## src/rtl/bmf_pkg.sv

```systemverilog
`timescale 1ns / 1ps

package bmf_pkg;

  localparam int MAX_WIDTH  = 2048;
  localparam int MAX_HEIGHT = 2048;

  localparam int COL_W  = $clog2(MAX_WIDTH);
  localparam int ROW_W  = $clog2(MAX_HEIGHT);
  localparam int SIZE_W = 12;
  localparam int PIX_W  = 8;
  localparam int ADDR_W = 3;
  localparam int DATA_W = 32;

  // Six stored rows plus the current pixel make a seven-row column.
  localparam int LINES   = 6;
  localparam int WIN     = 7;
  localparam int SUM_W   = 11;
  localparam int TOTAL_W = 14;

  // floor(t / 49) == (t * 21400) >> 20 for every window total below 43690.
  localparam int RECIP_W     = 15;
  localparam int RECIP_SHIFT = 20;
  localparam int PROD_W      = TOTAL_W + RECIP_W;
  localparam logic [RECIP_W-1:0] RECIP_49 = 15'd21400;

  localparam logic [SIZE_W-1:0] WIDTH_RESET  = 12'd640;
  localparam logic [SIZE_W-1:0] HEIGHT_RESET = 12'd480;

  typedef enum logic {
    REG_WIDTH  = 1'b0,
    REG_HEIGHT = 1'b1
  } reg_idx_e;

  typedef struct packed {
    logic             rd_en;
    logic [COL_W-1:0] rd_addr;
    logic             wr_en;
    logic [COL_W-1:0] wr_addr;
  } line_ctrl_t;

endpackage

```

## src/rtl/bmf_sum_cell.sv

```systemverilog
`timescale 1ns / 1ps

module bmf_sum_cell import bmf_pkg::*; (
  input  logic             clk_i,
  input  logic             rst_ni,
  input  logic             shift_i,
  input  logic [SUM_W-1:0] sum_i,
  output logic [SUM_W-1:0] sum_o
);

  logic [SUM_W-1:0] sum_q;

  always_ff @(posedge clk_i or negedge rst_ni) begin
    if (!rst_ni) begin
      sum_q <= '0;
    end else if (shift_i) begin
      sum_q <= sum_i;
    end
  end

  assign sum_o = sum_q;

endmodule

```

## config.mk

```make
export PLATFORM = sky130hd
export DESIGN_NAME = bmf_sum_cell
export DESIGN_NICKNAME = d
export VERILOG_FILES = /design/src/rtl/bmf_pkg.sv /design/src/rtl/bmf_sum_cell.sv
export SDC_FILE = /design/constraint.sdc
export NUM_CORES = 1
export LEC_CHECK = 0
export BUFFER_PORTS_ARGS = -buffer_cell sky130_fd_sc_hd__buf_2
export CORE_AREA = 2 2 39 41
export DETAILED_ROUTE_END_ITERATION = 6
export DIE_AREA = 0 0 41 43
export MAX_ROUTING_LAYER = met4
export PLACE_DENSITY_LB_ADDON = 0.08
export SKIP_CTS_REPAIR_TIMING = 1
export SYNTH_ARGS = -nofsm -noshare
export SYNTH_HDL_FRONTEND = slang
export SYNTH_SLANG_ARGS = --single-unit
```

## constraint.sdc

```tcl
create_clock -name clk_i -period 0.85 [get_ports clk_i]
set_input_delay 0.085 -clock clk_i [delete_from_list [all_inputs] [get_ports clk_i]]
set_output_delay 0.085 -clock clk_i [all_outputs]
set_load 0.03 [all_outputs]
```

==> flow_summary.ini, run 1 <==
[job]
max_cap_viol_count = 0

[critical_path]
path_max_fanout = 2
reg2reg_slack_ps = -60
worstPathArrival_ps = 1060
r2r-end = sum_o[9]
critical_path_class = flop to flop
critPathCaptureType = flop
reg2reg_depth = 2
cp-startpoint = sum_o[9]
r2r-start = sum_o[9]
worst_ep_required_time_ps = 1000
crit_path_start_kind = flop

[pwr]
p_per_area_nw_per_um2 = 1860
ir_worst_vdd_uv = 900
p_leak_uw = 0.000366

[layout]
nFillCells = 127
nets = 70
n_antenna_cell = 0
area_delta_synth_final_pct = 65.6
largest_reg_flops = 11
drive_above_1_share_pct = 96.4
layout_commonest_cell = buf_2
final_cell_mix = 13 x buf_2, 12 x buf_6, 11 x dfrtp_2

[sta]
min_period_ps = 907
whs_ps = 51.0
worst_pin_slew_ps = 251
rsz0062_at_grt = true
fmax_ghz = 1.10
fin_tns_setup_ps = -611
skew_ps = 0
final_hold_viol_count = 0
fin_ws_ps = -56.7
report.final.slew_viol_count = 0
min_period_over_period_pct = 107
relSlewSlack_pct = 83.2
final-setup-viol-count = 13

[cts]
cts-root-buf = clkbuf_4
cts_buffer_depth = 2
cts_tree = done
insertion_delay_ps = 260
cts_sinks = 11
path_clk_slew_ps = 70
cts_max_level = 1
cts_made_buffers = 3

[worst_hold_path]
hold_class = input port to flop
hp-start = sum_i[8]
min_to = sum_o[8]
hold_path_depth = 2

[routing]
first_pass_iters = 4
initialDrtViolationCount = 2
vias = 316
drcViolationCount = 0
vias_per_cell = 4.45
wire_per_inst_um = 13.6
final_antenna_net_count = 0
routed_wl_um = 967

[synthesis]
ys_types = 4
syn_inst = 23
syn-num-nets = 37
yosys_register_bits = 11
syn_area_per_cell_sq_um = 19.5
ys_seq_area_share_pct = 61.5
yosysWarnings = 0
synth_area_sq_um = 448

[global_route]
track_usage_pct = 13.2
antenna_found_initial = 0
gr-total-overflow = 0
grt_first_pass_wirelength_um = 1460
grt_max_degree = 12
grt_pass1_vias = 348

[floorplan]
die_x_um = 41
num_rows = 14
dieArea_sq_um = 1760
start_util_pct = 32.4
io_pins = 25
core_sq_um = 1380
die_height_um = 43

[outcome]
violations = setup timing
status = complete, but fails checks

[place]
io_buffers = 24
gp_routability_congestion = 0.627
-- cell type report --
class                   instances  area, sq um  area share (%)
multi-input cells              11          161            21.8
well taps                      16         20.0            2.70
repair buffers                 29          245            33.1
flip-flops and latches         11          289            39.0
clock buffers                   4         26.3            3.54
-- metal layers --
| metal | vias to the layer above | routed length, um | global-route usage, % |
|---|---|---|---|
| met5 | - | 0 | - |
| li1 | 145 | - | - |
| met2 | 17 | 539 | 21.6 |
| met4 | 0 | 5 | 8.00 |
| met1 | 152 | 354 | 13.3 |
| met3 | 2 | 68 | 3.14 |
-- critical path, stage by stage, from the launching register on --
cell	delay, ps
dfrtp_2	410
buf_4	130
mux2_4	260
-- stage by stage --
stage          instances  setup slack (ps)  power (uW)  utilization, %  cell area (sq um)
6_report              71             -56.7        1380            53.6                742
5_1_grt               71             -88.2        1460            53.6                742
4_1_cts               68             -84.9        1300            46.6                644
3_5_place_dp          64              62.7         940            44.7                618
3_3_place_gp          64              69.6         933            44.7                618
2_1_floorplan         23             -3.95         828               -                462
-- worst max-delay path by stage --
stage,to,slack (ps),depth (start not counted)
floorplan,sum_o[0],-4,1
global placement,sum_o[9],70,3
detailed placement,sum_o[9],60,3
CTS,sum_o[1],-80,1
global route,sum_o[1],-90,1
finish,sum_o[9],-60,2
-- Yosys cell counts --
cell type | number | area share (%)
buf_6 | 1 | 2.5
mux2_2 | 1 | 2.5
dfrtp_1 | 11 | 61
mux2_4 | 10 | 34
-- cell families after synthesis --
logic type	after synthesis	synth area share, %
flip-flops	11	61.5
multiplexers	11	36.0
buffers and inverters	1	2.51
-- power by group --
group / total (uW) / leakage (uW) / switching, uW / internal [uW]
Combinational: 403 / 0.000233 / 180 / 222
Sequential: 624 / 0.000118 / 39.2 / 585
Clock: 352 / 0.0000150 / 171 / 181
Total: 1380 / 0.000366 / 391 / 989
(Power assumes the default switching activity.)
==> run 2: changes to the inputs <==
- PLACE_DENSITY_LB_ADDON: 0.08 -> unset
==> run 2 against run 1 <==
  * The run still ends with setup timing left
  * Combinational power shrank 1%
  * Worst setup slack lost 3.8 ps
  * Fmax shrank 0.42%
  * Non-clock buffer count shrank 1
  * First-iteration DRC count grew 50%
  * Utilization grew 0.18 points
==> flow_summary.ini, run 2 (synthesis results as in run 1) <==
[critical_path]
cp.buffers_inverters = 1
r2r-end = sum_o[2]
worstPathCellList = buf_6
reg2reg_slack_ps = -60
crit_path_start_kind = flop
cpLargestDelayFamily = flip-flops
critPathCaptureType = output port
worstPathArrival_ps = 830
critPathMaxStageDelay_ps = 420
cp-endpoint = sum_o[7]
worst_ep_required_time_ps = 760
cp-startpoint = sum_o[7]
cp_slowest_cell = dfrtp_2
cp.depth = 1
path_max_fanout = 2
critical_path_class = flop to output port
r2r-start = sum_o[2]
reg2reg_depth = 2

[pwr]
power.share.clock_pct = 25.5
switching_power_uw = 394
sequentialPowerShare_pct = 45.5
p_per_area_nw_per_um2 = 1850
power_uw = 1370
switching_share_pct = 28.7
p_leak_uw = 0.000367
ir_worst_vdd_uv = 1160
p_int_uw = 979
combPwrFrac_pct = 28.9

[layout]
nets = 69
multi_input_area_sq_um = 161
drive_above_1_share_pct = 98.1
area_delta_synth_final_pct = 66.2
nFillCells = 115
final_cell_mix = 13 x buf_2, 11 x buf_6, 11 x dfrtp_2
register_area_sq_um = 289
largest_reg_flops = 11
n_antenna_cell = 0
design_area_sq_um = 744
layout_commonest_cell = buf_2

[cts]
cts_max_level = 1
cts_sinks = 11
insertion_delay_ps = 270
cts-root-buf = clkbuf_4
cts_made_buffers = 3
cts_buffer_depth = 2
path_clk_slew_ps = 70
cts_tree = done

[sta]
min_period_ps = 911
whs_ps = 41.4
relSlewSlack_pct = 83.7
min_period_over_period_pct = 107
worst_pin_slew_ps = 245
report.final.slew_viol_count = 0
final-setup-viol-count = 12
fmax_ghz = 1.10
fin_ws_ps = -60.5
skew_ps = 0
fin_tns_setup_ps = -659
rsz0062_at_grt = true
final_hold_viol_count = 0

[global_route]
antenna_found_initial = 0
grt_max_degree = 12
gr-total-overflow = 0
track_usage_pct = 12.2
grt_pass1_vias = 335
grt_first_pass_wirelength_um = 1280

[outcome]
violations = setup timing
status = complete, but fails checks

[routing]
wire_per_inst_um = 12.4
vias = 310
first_pass_iters = 2
initialDrtViolationCount = 3
final_antenna_net_count = 0
routed_wl_um = 867
drcViolationCount = 0
vias_per_cell = 4.43

[floorplan]
die_x_um = 41
die_height_um = 43
start_util_pct = 32.4
dieArea_sq_um = 1760
core_sq_um = 1380
io_pins = 25
num_rows = 14

[worst_hold_path]
hold_class = input port to flop

[place]
place_area_sq_um = 631
gp_routability_congestion = 0.666
dp.final_hpwl_um = 618
io_buffers = 24

[job]
max_cap_viol_count = 0
## run 2: cell types whose count changed in the layout (fill, tap and decap cells not counted)
| cell | before | now |
|---|---|---|
| clkbuf_1 | 1 | 0 |
| buf_12 | 1 | 2 |
| buf_6 | 12 | 11 |
| clkinv_2 | 0 | 1 |
| buf_4 | 2 | 1 |
## run 2: worst register-to-register path: stages, from the launching register on
cell     delay (ps)
dfrtp_2         410
buf_4           130
mux2_4          260
## run 2: how the worst min path moves through the flow
stage,cells past startpoint,endpoint,startpoint
floorplan,0,sum_o[0],rst_ni
global placement,1,sum_o[7],rst_ni
detailed placement,1,sum_o[10],rst_ni
CTS,1,sum_o[6],rst_ni
global route,2,sum_o[4],sum_i[4]
finish,2,sum_o[5],sum_i[5]
## run 2: cell type report
| cell class | instances | share of cell area, % |
|---|---|---|
| timing repair buffer | 28 | 33.1 |
| multi-input combinational | 11 | 21.7 |
| clock inverter | 1 | 0.672 |
| clock buffer | 3 | 3.03 |
| tap | 16 | 2.69 |
| sequential | 11 | 38.8 |
## run 2: stage by stage
stage / instances / utilization (%) / setup slack, ps
after global placement: 64 / 45.6 / 69.6
after global routing: 70 / 53.8 / -106
after floorplan: 23 / - / -3.95
final: 70 / 53.8 / -60.5
after detailed placement: 64 / 45.6 / 46.0
after CTS: 68 / 47.6 / -98.5
## run 2: power by group through the flow
stage	Combinational [uW]	Clock (uW)	Sequential (uW)
2_1_floorplan	97.4	0	731
3_3_place_gp	323	0	622
3_5_place_dp	326	0	621
4_1_cts	328	368	612
5_1_grt	420	415	631
6_report	398	351	626
## run 2: routing by layer
metal,GRT usage [%],up-vias,part of all wire (%)
li1,-,141,-
met1,11.1,147,38
met2,17.8,18,51
met3,9.42,4,9.7
met4,6.00,0,1.5
met5,-,-,0
==> run 3: changes to the inputs <==
- RECOVER_POWER: unset -> 25
==> run 3 against run 2 <==
  * The run still ends with setup timing left
  * Sequential share of layout area up 0.065 points
  * Combinational power about the same
  * Sequential power about the same
==> flow_summary.ini, run 3 (synthesis results as in run 1) <==
[outcome]
status = complete, but fails checks
violations = setup timing

[routing]
routed_wl_um = 863
final_antenna_net_count = 0
vias_per_cell = 4.43
drcViolationCount = 0
wire_per_inst_um = 12.3
vias = 310
first_pass_iters = 2
initialDrtViolationCount = 3

[critical_path]
worst_ep_required_time_ps = 760
critPathMaxStageDelay_ps = 420
reg2reg_slack_ps = -60
cp.buffers_inverters = 1
worstPathCellList = buf_6
worstPathArrival_ps = 830
critPathCaptureType = output port
r2r-start = sum_o[2]
path_max_fanout = 2
r2r-end = sum_o[2]
critical_path_class = flop to output port
cp_slowest_cell = dfrtp_2
cpLargestDelayFamily = flip-flops
cp-startpoint = sum_o[7]
reg2reg_depth = 2
crit_path_start_kind = flop

[cts]
cts_tree = done
cts_sinks = 11
cts_buffer_depth = 2
cts-root-buf = clkbuf_4
path_clk_slew_ps = 70
cts_made_buffers = 3
cts_max_level = 1
insertion_delay_ps = 270

[pwr]
p_leak_uw = 0.000364
ir_worst_vdd_uv = 1160
p_per_area_nw_per_um2 = 1850
power_uw = 1370

[sta]
final-setup-viol-count = 12
final_hold_viol_count = 0
relSlewSlack_pct = 61.6
min_period_ps = 911
fin_ws_ps = -60.6
worst_pin_slew_ps = 575
fmax_ghz = 1.10
report.final.slew_viol_count = 0
rsz0062_at_grt = true
min_period_over_period_pct = 107
skew_ps = 0

[layout]
largest_reg_flops = 11
layout_commonest_cell = buf_2
design_area_sq_um = 743
nFillCells = 115
n_antenna_cell = 0
nets = 69
area_delta_synth_final_pct = 65.9
final_util_pct = 53.7
drive_above_1_share_pct = 96.3
final_cell_mix = 12 x buf_2, 11 x buf_6, 11 x dfrtp_2

[worst_hold_path]
hold_path_depth = 2
min_to = sum_o[5]
hp-start = sum_i[5]
hold_class = input port to flop

[global_route]
track_usage_pct = 12.2
grt_max_degree = 12
antenna_found_initial = 0
grt_first_pass_wirelength_um = 1280
grt_pass1_vias = 335
gr-total-overflow = 0

[floorplan]
start_util_pct = 32.4
die_height_um = 43
dieArea_sq_um = 1760
num_rows = 14
io_pins = 25
core_sq_um = 1380
die_x_um = 41

[place]
io_buffers = 24
gp_routability_congestion = 0.666
dp.final_hpwl_um = 618
place_area_sq_um = 631

[job]
max_cap_viol_count = 0
-- run 3: cell types whose count changed in the layout (fill, tap and decap cells not counted), sizes merged --
cell | before | now
buf | 27 | 26
clkbuf | 3 | 4
-- run 3: worst reg2reg max path: stages, from the launching register on --
cell,delay [ps]
dfrtp_2,410
buf_4,130
mux2_4,260
-- run 3: layout make-up --
type	count	area, sq um	share of cell area (%)
timing repair buffer	28	245	33.0
tap	16	20.0	2.69
multi-input combinational	11	161	21.7
sequential	11	289	38.9
clock buffer	3	22.5	3.03
clock inverter	1	5.00	0.673
-- run 3: how the worst max path moves through the flow --
stage                     depth (start not counted)  slack [ps]        to
after global placement                            3          70  sum_o[2]
final                                             1         -60  sum_o[7]
after global routing                              1        -110  sum_o[6]
after floorplan                                   1          -4  sum_o[0]
after CTS                                         1        -100  sum_o[7]
after detailed placement                          3          50  sum_o[7]
-- run 3: metal layers --
layer  global-route usage [%]  part of all wire [%]  vias to the layer above
met5                        -                     0                        -
met3                     9.42                   9.7                        4
met1                     11.1                    37                      147
met4                     6.00                   1.5                        0
met2                     17.8                    51                       18
li1                         -                     -                      141
-- run 3: metrics by stage --
stage / setup WS [ps] / std cells / hold slack (ps) / TNS, ps
floorplan: -3.95 / 23 / -211 / -39.5
global placement: 69.6 / 64 / -36.9 / 0
detailed placement: 46.0 / 64 / -37.0 / 0
CTS: -98.5 / 68 / -335 / -1010
global route: -106 / 70 / 22.4 / -1140
finish: -60.6 / 70 / 41.3 / -660
-- run 3: where the power goes --
group / internal [uW] / switching [uW] / total, uW / leakage, uW
sequential: 585 / 40.3 / 626 / 0.000118
clock: 174 / 176 / 351 / 0.0000177
combinational: 219 / 178 / 397 / 0.000229
