## src/rtl/bmf_pkg.sv

```systemverilog
`timescale 1ns / 1ps

package bmf_pkg;

  localparam int MAX_WIDTH  = 2048;
  localparam int MAX_HEIGHT = 2048;

  localparam int COL_W  = $clog2(MAX_WIDTH);
  localparam int ROW_W  = $clog2(MAX_HEIGHT);
  localparam int SIZE_W = 12;
  localparam int PIX_W  = 8;
  localparam int ADDR_W = 3;
  localparam int DATA_W = 32;

  // Six stored rows plus the current pixel make a seven-row column.
  localparam int LINES   = 6;
  localparam int WIN     = 7;
  localparam int SUM_W   = 11;
  localparam int TOTAL_W = 14;

  // floor(t / 49) == (t * 21400) >> 20 for every window total below 43690.
  localparam int RECIP_W     = 15;
  localparam int RECIP_SHIFT = 20;
  localparam int PROD_W      = TOTAL_W + RECIP_W;
  localparam logic [RECIP_W-1:0] RECIP_49 = 15'd21400;

  localparam logic [SIZE_W-1:0] WIDTH_RESET  = 12'd640;
  localparam logic [SIZE_W-1:0] HEIGHT_RESET = 12'd480;

  typedef enum logic {
    REG_WIDTH  = 1'b0,
    REG_HEIGHT = 1'b1
  } reg_idx_e;

  typedef struct packed {
    logic             rd_en;
    logic [COL_W-1:0] rd_addr;
    logic             wr_en;
    logic [COL_W-1:0] wr_addr;
  } line_ctrl_t;

endpackage

```

## src/rtl/bmf_div49.sv

```systemverilog
`timescale 1ns / 1ps

module bmf_div49 import bmf_pkg::*; (
  input  logic               clk_i,
  input  logic               en_i,
  input  logic [TOTAL_W-1:0] total_i,
  input  logic               win_i,
  output logic [PIX_W-1:0]   mean_o
);

  logic [PROD_W-1:0] prod;
  logic [PIX_W-1:0]  mean_q;

  assign prod = PROD_W'(total_i) * PROD_W'(RECIP_49);

  always_ff @(posedge clk_i) begin
    if (en_i) begin
      mean_q <= win_i ? prod[RECIP_SHIFT +: PIX_W] : '0;
    end
  end

  assign mean_o = mean_q;

endmodule

```

## config.mk

```make
export PLATFORM = sky130hd
export DESIGN_NAME = bmf_div49
export DESIGN_NICKNAME = d
export VERILOG_FILES = /design/src/rtl/bmf_pkg.sv /design/src/rtl/bmf_div49.sv
export SDC_FILE = /design/constraint.sdc
export NUM_CORES = 1
export LEC_CHECK = 0
export ABC_CLOCK_PERIOD_IN_PS = 6250
export BUFFER_PORTS_ARGS = -buffer_cell sky130_fd_sc_hd__buf_2
export CORE_MARGIN = 1.5
export CORE_UTILIZATION = 55
export DETAILED_ROUTE_END_ITERATION = 6
export PLACE_DENSITY = 0.74
export SYNTH_ARGS = -nofsm -noshare
export SYNTH_HDL_FRONTEND = slang
export SYNTH_SLANG_ARGS = --single-unit
```

## constraint.sdc

```tcl
create_clock -name clk_i -period 6.25 [get_ports clk_i]
set_clock_uncertainty 0.2 [all_clocks]
set_input_delay 1.25 -clock clk_i [delete_from_list [all_inputs] [get_ports clk_i]]
set_output_delay 1.25 -clock clk_i [all_outputs]
set_load 0.03 [all_outputs]
```

==> results of run 1 <==
[critical path, cell delays in order]
cell	delay, ps
buf_2	140
ha_1	320
fa_1	510
inv_1	60
fa_1	540
inv_1	60
fa_1	530
inv_1	50
fa_1	530
inv_1	40
ha_1	320
and3_1	190
and3_4	190
a32oi_2	260
a31oi_2	180
o41ai_2	260
mux2i_1	240
[final cells by class]
type,count,area share [%]
inverters,101,10.9
clock buffers,3,1.18
repair buffers,24,3.44
well taps,72,2.58
flip-flops and latches,8,6.88
multi-input cells,221,75.1
[cells in the final DEF (no fill, tap or decap), types with 4 or more instances in the layout]
| cell | Yosys | final |
|---|---|---|
| mux2i_1 | 4 | 4 |
| ha_1 | 88 | 88 |
| o21ai_0 | 7 | 7 |
| nor3_1 | 4 | 4 |
| a21oi_1 | 15 | 15 |
| inv_1 | 101 | 101 |
| fa_1 | 49 | 49 |
| xnor2_1 | 4 | 4 |
| edfxtp_1 | 8 | 8 |
| nand2b_1 | 4 | 4 |
| buf_2 | 0 | 24 |
| nand2_1 | 11 | 11 |
[power by group through the flow]
stage | combinational, µW | clock, µW | sequential [µW]
after floorplan | 826 | 0 | 143
after global placement | 1100 | 0 | 99.2
after detailed placement | 1110 | 0 | 97.7
after CTS | 1130 | 65.1 | 98.6
after global routing | 1290 | 67.9 | 100
final | 1110 | 62.5 | 98.5
[kinds of logic (layout without fill, tap and decap cells)]
group / Yosys count / count (layout) / share of synthesized area (%)
compound gates: 41 / 41 / 8.56
xor+xnor: 5 / 5 / 1.35
fa+ha+maj: 137 / 137 / 64.2
buf+inv: 102 / 128 / 11.8
flops: 8 / 8 / 7.40
mux: 4 / 4 / 1.23
simple gates: 34 / 34 / 5.48
[through the flow]
stage | utilization [%] | worst slack [ps]
floorplan | - | 604
global placement | 61.5 | 308
CTS | 62.3 | 461
detailed placement | 61.5 | 245
global route | 62.3 | 240
finish | 62.3 | 464
[routing by layer]
layer / wire [µm] / up-vias
met4: 59 / 0
met2: 2720 / 42
met5: 0 / -
met3: 175 / 8
li1: - / 1129
met1: 2990 / 999
[worst paths after layout]
| check | end | slack, ps | cells after the start |
|---|---|---|---|
| worst max-delay path | mean_o[4]$_SDFFCE_PN0P_ | 460 | 17 |
| worst min-delay path | mean_o[2]$_SDFFCE_PN0P_ | 1160 | 1 |
==> flow_summary.toml, run 1 <==
[route]
drt_iter0_markers = 40
vias_per_cell = 5.08
wl_per_cell_um = 13.9
routed_wirelength_um = 5940
drc_errors = 0
num_vias = 2178
first_pass_iters = 4
ant_nets = 0

[timing]
max_freq_mhz = 173
tightestPinTransition_ps = 357
hold_ws_ps = 1160
min_period_ps = 5790
finalSetupTns_ps = 0
rsz0062_at_grt = "no"
final_hold_viol_count = 0
slew_violations = 0
finalSetupViolations = 0
slew_headroom_pct = 75.9
period_share_pct = 92.6

[grt]
gr-usage-met3_pct = 1.49
antenna_found_initial = 0
gr-usage-met2_pct = 36.0
grt-ovfl-total = 0
grt_max_degree = 11
grt-busiest-layer = "met2"
globalRouteMet1Util_pct = 30.5
track_usage_pct = 21.5
grt_pass1_vias = 2383
grt_pass1_wl_um = 10700

[clocking]
cts_tree = "done"
clk_path_buf_depth = 2
cts_made_buffers = 3
postCtsHoldBufs = 0
clockRootBuffer = "clkbuf_8"
cts.repair.resized = 0
clk_pin_slew_ps = 40
h-tree-depth = 1
cts_setup_buffers = 0
clock-sinks = 8

[power_and_ir_drop]
combPwrFrac_pct = 87.4
powerDensity_nw_per_um2 = 365
totalPowerFinal_uw = 1280
vdd_ir_drop_max_uv = 278
leakage_uw = 0.00198
switching_share_pct = 53.2
p_int_uw = 598
p_clk_share_pct = 4.9
p_switching_uw = 678
p_seq_share_pct = 7.7

[cells_and_area]
finish.net_count = 513
fillCellCount = 465
final_cells = 429
seq_area_um2 = 240
antenna_cells = 0
multi_input_area_um2 = 2620
design_area_um2 = 3490
drive_gt1_share_pct = 8.96
area_growth_syn_to_layout_pct = 7.64
largest_reg_flops = 8

[logic_synthesis]
syn-instance-count = 331
async_flop_share_pct = 0
synth-seq-cells = 8
synth_area_leaders = "ha_1 (34%), fa_1 (30%), inv_1 (12%)"
synth-main-ff-cell = "edfxtp_1"
synth_top_cell_by_area = "ha_1"
syn_nets = 485
netlist_area_um2 = 3240
synthMostInstantiatedCell = "inv_1"
synth_edf_count = 8
synth_cell_types = 34
synthTopCellsByCount = "inv_1 (101), ha_1 (88), fa_1 (49)"
avgSynthCellArea_um2 = 9.80
synth_top_area_share_pct = 33.9
ys_seq_area_share_pct = 7.40
ys_warn_count = 0

[placed_design]
gp_congestion = 0.920
dp_hpwl_um = 5410
portBuffers = 24
place_area_um2 = 3450
dp.cells = 426

[worst_setup_path]
cp_max_fo = 5
required_ps = 6120
startpoint = "total_i[4]"
critPathArrivalTime_ps = 5650
end_kind = "flip-flop"
path_class = "input pin to flip-flop"
start_kind = "input pin"

[floorplan]
io_pins = 25
die_h_um = 79.8
dieArea_um2 = 6370
dieWidth_um = 79.8
coreArea_um2 = 5610
row_count = 27
start_util_pct = 57.9

[run_status]
status = "finished, final reports clean"

[hold_path]
hp-class = "input pin to flip-flop"
hold_path_startpoint = "en_i"

[job]
maxCapViolations = 0
No activity file was read; power rests on OpenSTA's default activity.
==> inputs of run 2 (changes only) <==
CORE_ASPECT_RATIO = 0.75   (was not set)
==> run 2 against run 1 <==
Effect of this change:
- first-iteration DRC count grew 48%
- sequential share of layout area about the same
- wire length increased by 3.7%
- setup slack worse by 38 ps
- sequential cell count unchanged
- final cell count up 1.4%
- fmax is 0.66% lower
- via count rose by 4.6%
- critical endpoint is now mean_o[6]$_SDFFCE_PN0P_
- combinational power hardly changed
- power rose by 2.0%
- clock-buffer cell count is the same
==> flow_summary.toml, run 2 (synthesis results as in run 1) <==
[run_status]
status = "finished, final reports clean"

[route]
first_pass_iters = 4
routed_wirelength_um = 6170
drt_iter0_markers = 59
ant_nets = 0
drc_errors = 0
vias_per_cell = 5.24
wl_per_cell_um = 14.2
num_vias = 2279

[placed_design]
portBuffers = 24
gp_congestion = 0.889
dp.cells = 432
dp_hpwl_um = 5630
place_area_um2 = 3460

[cells_and_area]
antenna_cells = 0
fillCellCount = 523
drive_gt1_share_pct = 8.96
largest_reg_flops = 8
area_growth_syn_to_layout_pct = 7.87
finish.net_count = 513
final_util_pct = 60.7
final_cells = 435
seq_area_um2 = 240
design_area_um2 = 3500
final_cell_mix = "inv_1 (101), ha_1 (88), fa_1 (49)"
final_common_cell = "inv_1"
multi_input_area_um2 = 2620

[timing]
min_period_ps = 5820
slew_headroom_pct = 74.9
period_share_pct = 93.2
max_freq_mhz = 172
tightestPinTransition_ps = 373
finalSetupTns_ps = 0
slew_violations = 0
rsz0062_at_grt = "no"
final_hold_viol_count = 0
finalSetupViolations = 0

[floorplan]
row_count = 24
coreArea_um2 = 5770
io_pins = 25
die_h_um = 69.5
dieWidth_um = 91.7
dieArea_um2 = 6370
start_util_pct = 56.3

[grt]
grt-ovfl-total = 0
grt-busiest-layer = "met1"
grt_pass1_wl_um = 11000
track_usage_pct = 21.7
globalRouteMet1Util_pct = 34.6
grt_pass1_vias = 2335
gr-usage-met2_pct = 32.8
grt_max_degree = 11
antenna_found_initial = 0
gr-usage-met3_pct = 2.63

[job]
maxCapViolations = 0

[worst_setup_path]
path_class = "input pin to flip-flop"
start_kind = "input pin"
startpoint = "total_i[4]"
cp_max_fo = 5
endpoint = "mean_o[6]$_SDFFCE_PN0P_"
required_ps = 6020
end_kind = "flip-flop"
critPathArrivalTime_ps = 5600

[clocking]
clk_pin_slew_ps = 40
cts_made_buffers = 3
h-tree-depth = 1
clk_path_buf_depth = 2
cts_setup_buffers = 0
clockRootBuffer = "clkbuf_8"
cts_tree = "done"
clock-sinks = 8
cts.repair.resized = 0
postCtsHoldBufs = 0

[power_and_ir_drop]
powerDensity_nw_per_um2 = 372
vdd_ir_drop_max_uv = 243
leakage_uw = 0.00198
totalPowerFinal_uw = 1300

[hold_path]
hp-class = "input pin to flip-flop"
run 2: cell counts in the layout (fill, tap and decap cells not counted):
No cell type changed its count.
run 2: layer usage:
layer | vias up | wire length, µm
met3 | 3 | 288
met1 | 1096 | 3240
met4 | 0 | 19
met2 | 52 | 2620
met5 | - | 0
li1 | 1128 | -
run 2: where the power goes:
| part | internal (µW) | switching [µW] |
|---|---|---|
| Clock | 41.7 | 20.0 |
| Combinational | 468 | 674 |
| Sequential | 92.9 | 5.84 |
run 2: through the flow:
step / setup WS (ps) / hold WS (ps)
2_1_floorplan: 604 / 1160
3_3_place_gp: 296 / 1390
3_5_place_dp: 204 / 1400
4_1_cts: 426 / 1160
5_1_grt: 187 / 1170
6_report: 426 / 1160
run 2: layout make-up:
| type | instances | area share, % |
|---|---|---|
| multi-input cells | 221 | 74.9 |
| inverters | 101 | 10.8 |
| flip-flops and latches | 8 | 6.86 |
| repair buffers | 24 | 3.43 |
| well taps | 78 | 2.79 |
| clock buffers | 3 | 1.18 |
run 2: worst min path at each step:
| stage | from | to | slack (ps) | cells past startpoint |
|---|---|---|---|---|
| floorplan | en_i | mean_o[0]$_SDFFCE_PN0P_ | 1160 | 0 |
| global placement | en_i | mean_o[7]$_SDFFCE_PN0P_ | 1390 | 1 |
| detailed placement | en_i | mean_o[2]$_SDFFCE_PN0P_ | 1400 | 1 |
| CTS | en_i | mean_o[6]$_SDFFCE_PN0P_ | 1160 | 1 |
| global route | en_i | mean_o[6]$_SDFFCE_PN0P_ | 1170 | 1 |
| finish | en_i | mean_o[6]$_SDFFCE_PN0P_ | 1160 | 1 |
run 2: worst max-delay path, cell delays in order:
cell and delay (ps):
buf_2 130, ha_1 310, fa_1 510, inv_1 60, fa_1 540, inv_1 60
fa_1 530, inv_1 60, fa_1 550, inv_1 50, ha_1 320, and3_1 190
and3_4 190, a32oi_2 260, nand3_1 160, a41oi_1 320, mux2i_1 110
==> inputs of run 3 (changes only) <==
REMOVE_ABC_BUFFERS = 1   (was not set)
==> run 3 against run 2 <==
Effect of this change:
- first-iteration DRC count grew 44%
- core utilization is the same
- sequential share of layout area is the same
- critical path type unchanged
- clock power shrank 3%
- wire length shrank 1.3%
- via count shrank 3.8%
- fmax grew 0.45%
- non-clock buffer count is the same
- largest power group unchanged
- global-route usage grew 0.13 points
- sequential power is essentially flat
- critical endpoint is now mean_o[7]$_SDFFCE_PN0P_
- setup slack gained 26 ps
==> flow_summary.toml, run 3 (synthesis results as in run 1) <==
[run_status]
status = "finished, final reports clean"

[timing]
hold_ws_ps = 1160
period_share_pct = 92.8
max_freq_mhz = 172
tightestPinTransition_ps = 367
rsz0062_at_grt = "no"
setup_slack_ps = 452
slew_headroom_pct = 75.2
min_period_ps = 5800
final_hold_viol_count = 0
finalSetupTns_ps = 0
slew_violations = 0
finalSetupViolations = 0

[cells_and_area]
final_common_cell = "inv_1"
finish.net_count = 513
antenna_cells = 0
drive_gt1_share_pct = 8.96
largest_reg_flops = 8
final_cell_mix = "inv_1 (101), ha_1 (88), fa_1 (49)"
area_growth_syn_to_layout_pct = 7.87

[route]
first_pass_iters = 4
num_vias = 2193
ant_nets = 0
vias_per_cell = 5.04
wl_per_cell_um = 14.0
drt_iter0_markers = 85
routed_wirelength_um = 6090
drc_errors = 0

[worst_setup_path]
start_kind = "input pin"
path_class = "input pin to flip-flop"
critPathArrivalTime_ps = 5660
cp_max_fo = 5
cp_slowest_cell = "fa_1"
crit_family = "adder cells"
max_stage_delay_ps = 550
path_buf_inv = 5
required_ps = 6110
crit_chain = "buf_2 > ha_1 > fa_1 > inv_1 > fa_1 > inv_1 > fa_1 > inv_1 > fa_1 > inv_1 > ha_1 > and3_1 > and2_1 > a221oi_2 > a211oi_1 > or3_1 > a21oi_1"
end_kind = "flip-flop"

[hold_path]
hp-class = "input pin to flip-flop"
min_to = "mean_o[2]$_SDFFCE_PN0P_"
hold_path_startpoint = "en_i"
whs_path_depth = 1

[floorplan]
die_h_um = 69.5
dieArea_um2 = 6370
start_util_pct = 56.3
dieWidth_um = 91.7
row_count = 24
coreArea_um2 = 5770
io_pins = 25

[grt]
grt-ovfl-total = 0
antenna_found_initial = 0
grt_pass1_vias = 2332
grt_max_degree = 11
grt_pass1_wl_um = 10900
track_usage_pct = 21.8

[placed_design]
gp_congestion = 0.870
portBuffers = 24
post-place-ws_ps = 217
dp_hpwl_um = 5650

[clocking]
h-tree-depth = 1
clockRootBuffer = "clkbuf_8"
cts_tree = "done"
cts.repair.resized = 0
cts_setup_buffers = 0
clk_path_buf_depth = 2
cts_made_buffers = 3
postCtsHoldBufs = 0
clk_pin_slew_ps = 40
clock-sinks = 8

[power_and_ir_drop]
switching_share_pct = 53.6
p_int_uw = 602
p_switching_uw = 694
combPwrFrac_pct = 87.8
vdd_ir_drop_max_uv = 265
p_seq_share_pct = 7.6
powerDensity_nw_per_um2 = 370
p_clk_share_pct = 4.6
leakage_uw = 0.00198

[job]
maxCapViolations = 0
-- run 3: cell counts in the layout (fill, tap and decap cells not counted) --
No cell type changed its count.
-- run 3: per-layer routing --
metal	share of wire, %	global-route usage (%)
met1	53	35.1
met2	43	32.1
met3	4.5	2.74
met4	0	2.60
met5	0	0
-- run 3: worst max-delay path by stage --
| stage | startpoint | end | slack, ps | cells after the start |
|---|---|---|---|---|
| 6_report | total_i[4] | mean_o[7]$_SDFFCE_PN0P_ | 450 | 17 |
| 5_1_grt | total_i[4] | mean_o[4]$_SDFFCE_PN0P_ | 240 | 17 |
| 4_1_cts | total_i[4] | mean_o[7]$_SDFFCE_PN0P_ | 450 | 17 |
| 3_5_place_dp | total_i[4] | mean_o[6]$_SDFFCE_PN0P_ | 220 | 17 |
| 3_3_place_gp | total_i[4] | mean_o[7]$_SDFFCE_PN0P_ | 290 | 17 |
| 2_1_floorplan | total_i[4] | mean_o[4]$_SDFFCE_PN0P_ | 600 | 16 |
-- run 3: layout make-up --
class / instances / area, µm²
fill: 504 / 2270
sequential: 8 / 240
multi-input combinational: 221 / 2620
timing repair buffer: 24 / 120
inverter: 101 / 379
tap: 78 / 97.6
clock buffer: 3 / 41.3
-- run 3: per-stage QoR --
step,power (µW),cell area [µm²],util [%],instances
finish,1300,3500,60.7,435
global route,1480,3500,60.7,435
CTS,1310,3500,60.7,435
detailed placement,1230,3460,60.0,432
global placement,1200,3460,60.0,432
floorplan,968,3240,-,330
-- run 3: power groups by stage --
| stage | clock network [µW] | registers (µW) | logic, µW |
|---|---|---|---|
| 2_1_floorplan | 0 | 143 | 825 |
| 3_3_place_gp | 0 | 98.9 | 1100 |
| 3_5_place_dp | 0 | 97.8 | 1130 |
| 4_1_cts | 63.3 | 98.6 | 1150 |
| 5_1_grt | 65.9 | 100 | 1320 |
| 6_report | 59.7 | 98.9 | 1140 |
